**src/rtl/lcls_pkg.sv**
```systemverilog
// Package: shared types and constants for the LED cube layer scanner.
package lcls_pkg;

    localparam int WORD_W        = 10;
    localparam int IDX_W         = 4;
    localparam int CUBE_EDGE_DEF = 10;

    localparam logic CMD_WRITE = 1'b0;
    localparam logic CMD_TICK  = 1'b1;

    typedef struct packed {
        logic              command;
        logic [IDX_W-1:0]  layer_index;
        logic [IDX_W-1:0]  row_index;
        logic [WORD_W-1:0] column_bits;
    } t_in_word;

    typedef struct packed {
        logic [WORD_W-1:0] shift_word;
        logic [WORD_W-1:0] layer_enable;
        logic              latch_pulse;
        logic              last_word;
    } t_out_word;

endpackage

```
**src/rtl/led_cube_layer_scanner.sv**
```systemverilog
// A tick makes one frame store read per row; each word passes the read and output registers.
// Throughput: one row word per cycle while i_ready stays high. Reset (synchronous, active
// low) blanks the whole frame store at once through per-entry valid bits and sets the
// layer to zero.
module led_cube_layer_scanner #(
    parameter int CUBE_EDGE = lcls_pkg::CUBE_EDGE_DEF
) (
    input  logic                i_clk,
    input  logic                i_rst_n,
    input  logic                i_valid,
    output logic                o_ready,
    input  lcls_pkg::t_in_word  i_word,
    output logic                o_valid,
    input  logic                i_ready,
    output lcls_pkg::t_out_word o_word
);
    import lcls_pkg::*;

    localparam int DEPTH = CUBE_EDGE * CUBE_EDGE;
    localparam int AW    = $clog2(DEPTH);
    localparam int LW    = $clog2(CUBE_EDGE);
    localparam logic [LW-1:0] LAST_IDX = LW'(CUBE_EDGE - 1);

    typedef enum logic {
        S_IDLE,
        S_RUN
    } t_state;

    t_state            r_state;
    logic [LW-1:0]     r_layer;
    logic [LW-1:0]     r_fetch_row;
    logic              r_fetch_done;
    logic              r_rd_vld;
    logic              r_rd_hit;
    logic [LW-1:0]     r_rd_row;
    logic [WORD_W-1:0] r_rd_data;
    logic              r_out_vld;
    t_out_word         r_out;
    logic [DEPTH-1:0]  r_vld;
    logic [WORD_W-1:0] r_mem [DEPTH];

    logic          w_accept;
    logic          w_wr_en;
    logic [AW-1:0] w_wr_addr;
    logic [AW-1:0] w_rd_addr;
    logic          w_load_out;
    logic          w_issue;
    logic          w_out_take;
    logic          w_rd_last;

    assign o_ready    = (r_state == S_IDLE);
    assign o_valid    = r_out_vld;
    assign o_word     = r_out;
    assign w_accept   = i_valid && o_ready;
    assign w_wr_en    = w_accept && (i_word.command == CMD_WRITE)
                        && ({1'b0, i_word.layer_index} < (IDX_W+1)'(CUBE_EDGE))
                        && ({1'b0, i_word.row_index} < (IDX_W+1)'(CUBE_EDGE));
    assign w_wr_addr  = AW'(i_word.layer_index) * AW'(CUBE_EDGE) + AW'(i_word.row_index);
    assign w_rd_addr  = AW'(r_layer) * AW'(CUBE_EDGE) + AW'(r_fetch_row);
    assign w_out_take = r_out_vld && i_ready;
    assign w_load_out = r_rd_vld && (!r_out_vld || i_ready);
    assign w_issue    = (r_state == S_RUN) && !r_fetch_done && (!r_rd_vld || w_load_out);
    assign w_rd_last  = (r_rd_row == LAST_IDX);

    always_ff @(posedge i_clk) begin
        if (w_wr_en) begin
            r_mem[w_wr_addr] <= i_word.column_bits;
        end
        if (w_issue) begin
            r_rd_data <= r_mem[w_rd_addr];
            r_rd_hit  <= r_vld[w_rd_addr];
            r_rd_row  <= r_fetch_row;
        end
        if (w_load_out) begin
            r_out.shift_word   <= r_rd_hit ? r_rd_data : '0;
            r_out.layer_enable <= w_rd_last ? (WORD_W'(1) << r_layer) : '0;
            r_out.latch_pulse  <= w_rd_last;
            r_out.last_word    <= w_rd_last;
        end
    end

    always_ff @(posedge i_clk) begin
        if (!i_rst_n) begin
            r_state      <= S_IDLE;
            r_layer      <= '0;
            r_fetch_row  <= '0;
            r_fetch_done <= 1'b0;
            r_rd_vld     <= 1'b0;
            r_out_vld    <= 1'b0;
            r_vld        <= '0;
        end else begin
            if (w_wr_en) begin
                r_vld[w_wr_addr] <= 1'b1;
            end
            if (w_issue) begin
                r_rd_vld <= 1'b1;
            end else if (w_load_out) begin
                r_rd_vld <= 1'b0;
            end
            if (w_load_out) begin
                r_out_vld <= 1'b1;
            end else if (w_out_take) begin
                r_out_vld <= 1'b0;
            end
            case (r_state)
                S_IDLE: begin
                    if (w_accept && (i_word.command == CMD_TICK)) begin
                        r_state      <= S_RUN;
                        r_fetch_row  <= '0;
                        r_fetch_done <= 1'b0;
                    end
                end
                S_RUN: begin
                    if (w_issue) begin
                        if (r_fetch_row == LAST_IDX) begin
                            r_fetch_done <= 1'b1;
                        end else begin
                            r_fetch_row <= r_fetch_row + 1'b1;
                        end
                    end
                    if (w_out_take && r_out.last_word) begin
                        r_state <= S_IDLE;
                        r_layer <= (r_layer == LAST_IDX) ? '0 : r_layer + 1'b1;
                    end
                end
                default: begin
                    r_state <= S_IDLE;
                end
            endcase
        end
    end

`ifndef SYNTH
    a_idle_no_out: assert property (@(posedge i_clk) disable iff (!i_rst_n)
        o_ready |-> !o_valid)
        else $error("output word pending while idle");
    a_enable_last: assert property (@(posedge i_clk) disable iff (!i_rst_n)
        (o_valid && !o_word.last_word) |-> (o_word.layer_enable == '0))
        else $error("layer enable before last word");
    a_last_done: assert property (@(posedge i_clk) disable iff (!i_rst_n)
        (o_valid && i_ready && o_word.last_word) |=> (o_ready && !o_valid))
        else $error("tick not finished after last word");
    a_layer_range: assert property (@(posedge i_clk) disable iff (!i_rst_n)
        r_layer <= LAST_IDX)
        else $error("layer counter out of range");
    a_layer_step: assert property (@(posedge i_clk) disable iff (!i_rst_n)
        (r_state == S_RUN && $past(r_state) == S_RUN) |-> $stable(r_layer))
        else $error("layer changed during a tick");
`endif

endmodule
```
**config.mk**
```make
export PLATFORM = sky130hd
export DESIGN_NAME = led_cube_layer_scanner
export DESIGN_NICKNAME = d
export VERILOG_FILES = /design/src/rtl/lcls_pkg.sv /design/src/rtl/led_cube_layer_scanner.sv
export SDC_FILE = /design/constraint.sdc
export NUM_CORES = 1
export LEC_CHECK = 0
export BUFFER_PORTS_ARGS = -buffer_cell sky130_fd_sc_hd__buf_2
export CAP_MARGIN = 20
export CORE_MARGIN = 2
export CORE_UTILIZATION = 62
export DETAILED_ROUTE_END_ITERATION = 8
export PLACE_DENSITY = 0.78
export SYNTH_ARGS = -nofsm -noshare
export SYNTH_HDL_FRONTEND = slang
export SYNTH_SLANG_ARGS = --single-unit
```
**constraint.sdc**
```tcl
create_clock -name i_clk -period 3.85 [get_ports i_clk]
set_input_delay 0.1925 -clock i_clk [delete_from_list [all_inputs] [get_ports i_clk]]
set_output_delay 0.1925 -clock i_clk [all_outputs]
set_load 0.05 [all_outputs]
```
==> results by group <==
Outcome
  • Status: completed

Pwr
  • Pwr/cell area: 501 nW/µm²
  • Int Pwr: 20.3 mW
  • Clock power frac: 41.3%
  • Overall power: 25.8 mW
  • P_sw: 5.48 mW
  • Leakage power: 16.9 nW
  • Worst VDD drop: 0.470 mV
  • Switching Share: 21.2%
  • Combinational share of power: 5.8%
  • Flop pwr share: 52.9%

Yosys
  • XOR/XNOR Fraction of Synth Area: 0.362%
  • Post-Syn Nets: 2,414
  • YS warnings: 0
  • Post-synthesis mux area share: 15.3%
  • Largest family of logic cells by synthesized area: multiplexers
  • Fraction of the mapped netlist area in adder cells: 0.592%
  • Register area share after synthesis: 73.7%
  • Simple-gate portion of the synthesized area: 3.13%
  • Yosys reg bits: 1,148
  • Synth unique cells: 65
  • Top_reg_cell synth: edfxtp_1
  • Syn avg cell area: 19.1 µm²
  • Mapped Area: 45,200 µm²
  • Post-Synthesis Cells: 2,372
  • Asr flop ratio synth: 0%
  • Synth Area in Compound Gates: 4.93%
  • Post-synth EDFFs: 1,036

Final layout
  • Filler instances: 4,291
  • Nets: 2,657
  • Synth-to-layout area growth: 13.8%
  • Final cell count without fillers: 3,672
  • Share of post-route cells with drive strength above 1: 25.0%

CTS
  • Clk slew on worst S/H paths: 60 ps
  • Clk buf depth: 3
  • Postcts setup bufs: 0
  • Clock Tree Root: clkbuf_16
  • Htree depth: 3
  • CTS tree: yes
  • Skew-Pair Late Insertion Delay: 690 ps
  • # clock sinks: 1,148
  • CTS Buf Count: 108

Critical path
  • Crit Path Max Fanout: 26
  • Setup CP Type: reg2reg
  • Startpoint Class: flip-flop
  • Data arrival time of the worst path: 4230 ps
  • Critical-path top delay cell: xnor2_4
  • Cells along the critical path: ha_1 > ha_1 > xnor2_4 > o21ai_0 > buf_4 > o22ai_1 > o21ai_0 > a32oi_1
  • CP endpoint kind: flip-flop
  • Worst path buffer plus inverter count: 1
  • CP required: 4350 ps
  • CP delay by family, top: compound AO/OA/AOI/OAI gates
  • Slowest stage delay, CP: 870 ps

Drt
  • DRC errors left: 0
  • First-pass DRT Iterations: 8
  • Average vias per placed instance: 6.53
  • Routed length per placed instance: 28.8 µm
  • Iteration-0 DRC Markers: 3,350
  • Vias: 24,000
  • Final wirelength: 106,000 µm
  • ANT nets after route: 0

Timing
  • Crit share post-route: 96.7%
  • Pins over their slew limit: 0
  • Post-route minimum period: 3720 ps
  • Endpoints failing setup: 0
  • Tightest Pin Transition: 1120 ps
  • Final Hold Viols: 0
  • Worst slew margin: 25.5%
  • Fin Hold WS: 21.3 ps
  • Setup tns final: 0 ps
  • Final clock skew: 40.1 ps
  • F_max: 269 MHz
  • RSZ-0062 raised after global routing: false

Min path
  • Hold WC Path Type: in2reg

Die
  • Initial core utilization: 62.3%
  • Num rows: 99
  • Placeable Area: 72,600 µm²
  • DIE WIDTH: 274 µm
  • Io pins: 47
  • Die outline area: 75,100 µm²
  • Die height: 274 µm

Global routing
  • First-pass GRT wire length: 156,000 µm
  • Grt total ovfl: 0
  • Pin count of the biggest net entering global routing: 101
  • GRT Util Overall: 28.7%
  • Initial antenna violation count: 2
  • Number of global-route vias before repair: 24,200

Place
  • GP Congestion: 0.920
  • HPWL Detailed: 63,000 µm
  • Cells after DPL: 3,449
  • IO Port Bufs: 46

Flow run
  • Max-cap check violation count: 0
-- metal layers --
metal / wire [µm] / GRT usage [%] / vias up
li1: - / - / 10100
met1: 40200 / 40.0 / 12300
met2: 51000 / 45.7 / 1369
met3: 10300 / 5.16 / 228
met4: 4110 / 11.6 / 2
met5: 20 / 0 / -
-- power groups by stage --
stage | logic (mW) | clock network (mW) | registers (mW)
5_1_grt | 1.59 | 11.2 | 13.6
4_1_cts | 1.47 | 10.7 | 13.6
3_5_place_dp | 1.46 | 0 | 13.9
3_3_place_gp | 1.42 | 0 | 13.9
6_report | 1.50 | 10.7 | 13.6
2_1_floorplan | 0.892 | 0 | 13.9
-- worst paths after layout --
kind,from,endpoint,slack (ps),cells past startpoint
max reg2reg,r_layer[2]$_SDFFE_PN0P_,r_rd_data[3]$_DFFE_PP_,130,8
min reg2reg,r_vld[31]$_SDFFE_PN0P_,r_vld[31]$_SDFFE_PN0P_,460,1
max,r_layer[2]$_SDFFE_PN0P_,r_rd_data[3]$_DFFE_PP_,130,8
min,i_word[0],r_mem[52][0]$_DFFE_PP_,20,1
-- Yosys cell counts (4+ instances only) --
library cell,n,share of area [%]
and2_1,17,0.24
nand4_1,6,0.083
xnor2_1,4,0.077
nand2_1,65,0.54
buf_4,33,0.55
buf_2,26,0.29
buf_1,8,0.066
mux2i_1,208,4.6
a32oi_1,8,0.15
buf_6,22,0.55
ha_1,15,0.41
nor3_1,8,0.089
edfxtp_1,1036,69
nor2b_1,19,0.26
o221ai_1,4,0.077
nor2_2,9,0.12
clkbuf_1,44,0.37
nand3_1,30,0.33
xor2_1,6,0.12
a21boi_0,4,0.066
dfxtp_1,112,5.0
a21oi_1,44,0.49
inv_1,12,0.10
nor2_1,125,1.0
o21ai_0,23,0.25
o211ai_1,17,0.28
mux4_2,215,11
fa_1,4,0.18
a211oi_1,9,0.15
o21a_1,101,1.7
o22ai_1,39,0.54
a22oi_1,44,0.73
-- through the flow --
stage	worst slack (ps)	area (µm²)	util, %
6_report	128	51500	70.9
4_1_cts	165	51300	70.6
3_5_place_dp	221	47600	65.6
5_1_grt	9.81	51500	70.9
2_1_floorplan	775	45200	-
3_3_place_gp	321	47600	65.6
-- placed cells by master (no fill, tap or decap), types with 5 or more instances in the layout --
cell / instances
xor2_1: 5
nor2_2: 10
inv_1: 12
o21ai_0: 22
nand4_1: 6
mux2i_1: 208
nand2_1: 65
nor2b_1: 16
nor3_1: 7
clkbuf_8: 10
bufinv_16: 9
a211oi_1: 9
a22oi_1: 44
a32oi_1: 8
clkbuf_16: 112
o211ai_1: 17
edfxtp_1: 1036
dlygate4sd3_1: 7
buf_4: 204
buf_2: 35
a21oi_1: 43
ha_1: 14
nor2_1: 124
o21a_1: 101
dfxtp_1: 111
clkinv_2: 23
nand3_1: 30
buf_12: 17
clkinv_1: 19
clkbuf_1: 25
mux4_2: 215
and2_1: 17
o22ai_1: 39
-- cells by family after synthesis --
| kind of cell | after synthesis |
|---|---|
| DFF | 1148 |
| muxes | 423 |
| AOI/OAI and AO/OA | 316 |
| and+or+nand+nor | 305 |
| buffers and inverters | 147 |
| adders and majority gates | 19 |
| xor gates and xnor gates | 14 |
-- flip-flops by register name, summed over array words and instances, names as in the netlist --
name,cells
r_rd_row,4
o_word,21
r_fetch_row,4
r_fetch_done,1
r_vld,100
r_state,1
r_mem,1000
r_rd_hit,1
r_rd_vld,1
o_valid,1
r_rd_data,10
r_layer,4
-- repair_timing --
item,in CTS,in global routing
endpoints found under the hold margin,7,52
resized for setup,0,1
hold buffers,4,3
setup endpoints to repair,0,1
-- area by class of cell --
cell class | count | area (µm²) | share of cell area, %
Clock buffer | 147 | 3030 | 5.89
Inverter | 13 | 48.8 | 0.0948
Clock inverter | 59 | 534 | 1.04
Multi-Input combinational cell | 1077 | 11100 | 21.5
Timing Repair Buffer | 267 | 2230 | 4.33
Tap cell | 959 | 1200 | 2.33
Sequential cell | 1148 | 33400 | 64.8
Antenna cell | 2 | 5.00 | 0.00972
No activity file was read; power rests on OpenSTA's default activity.
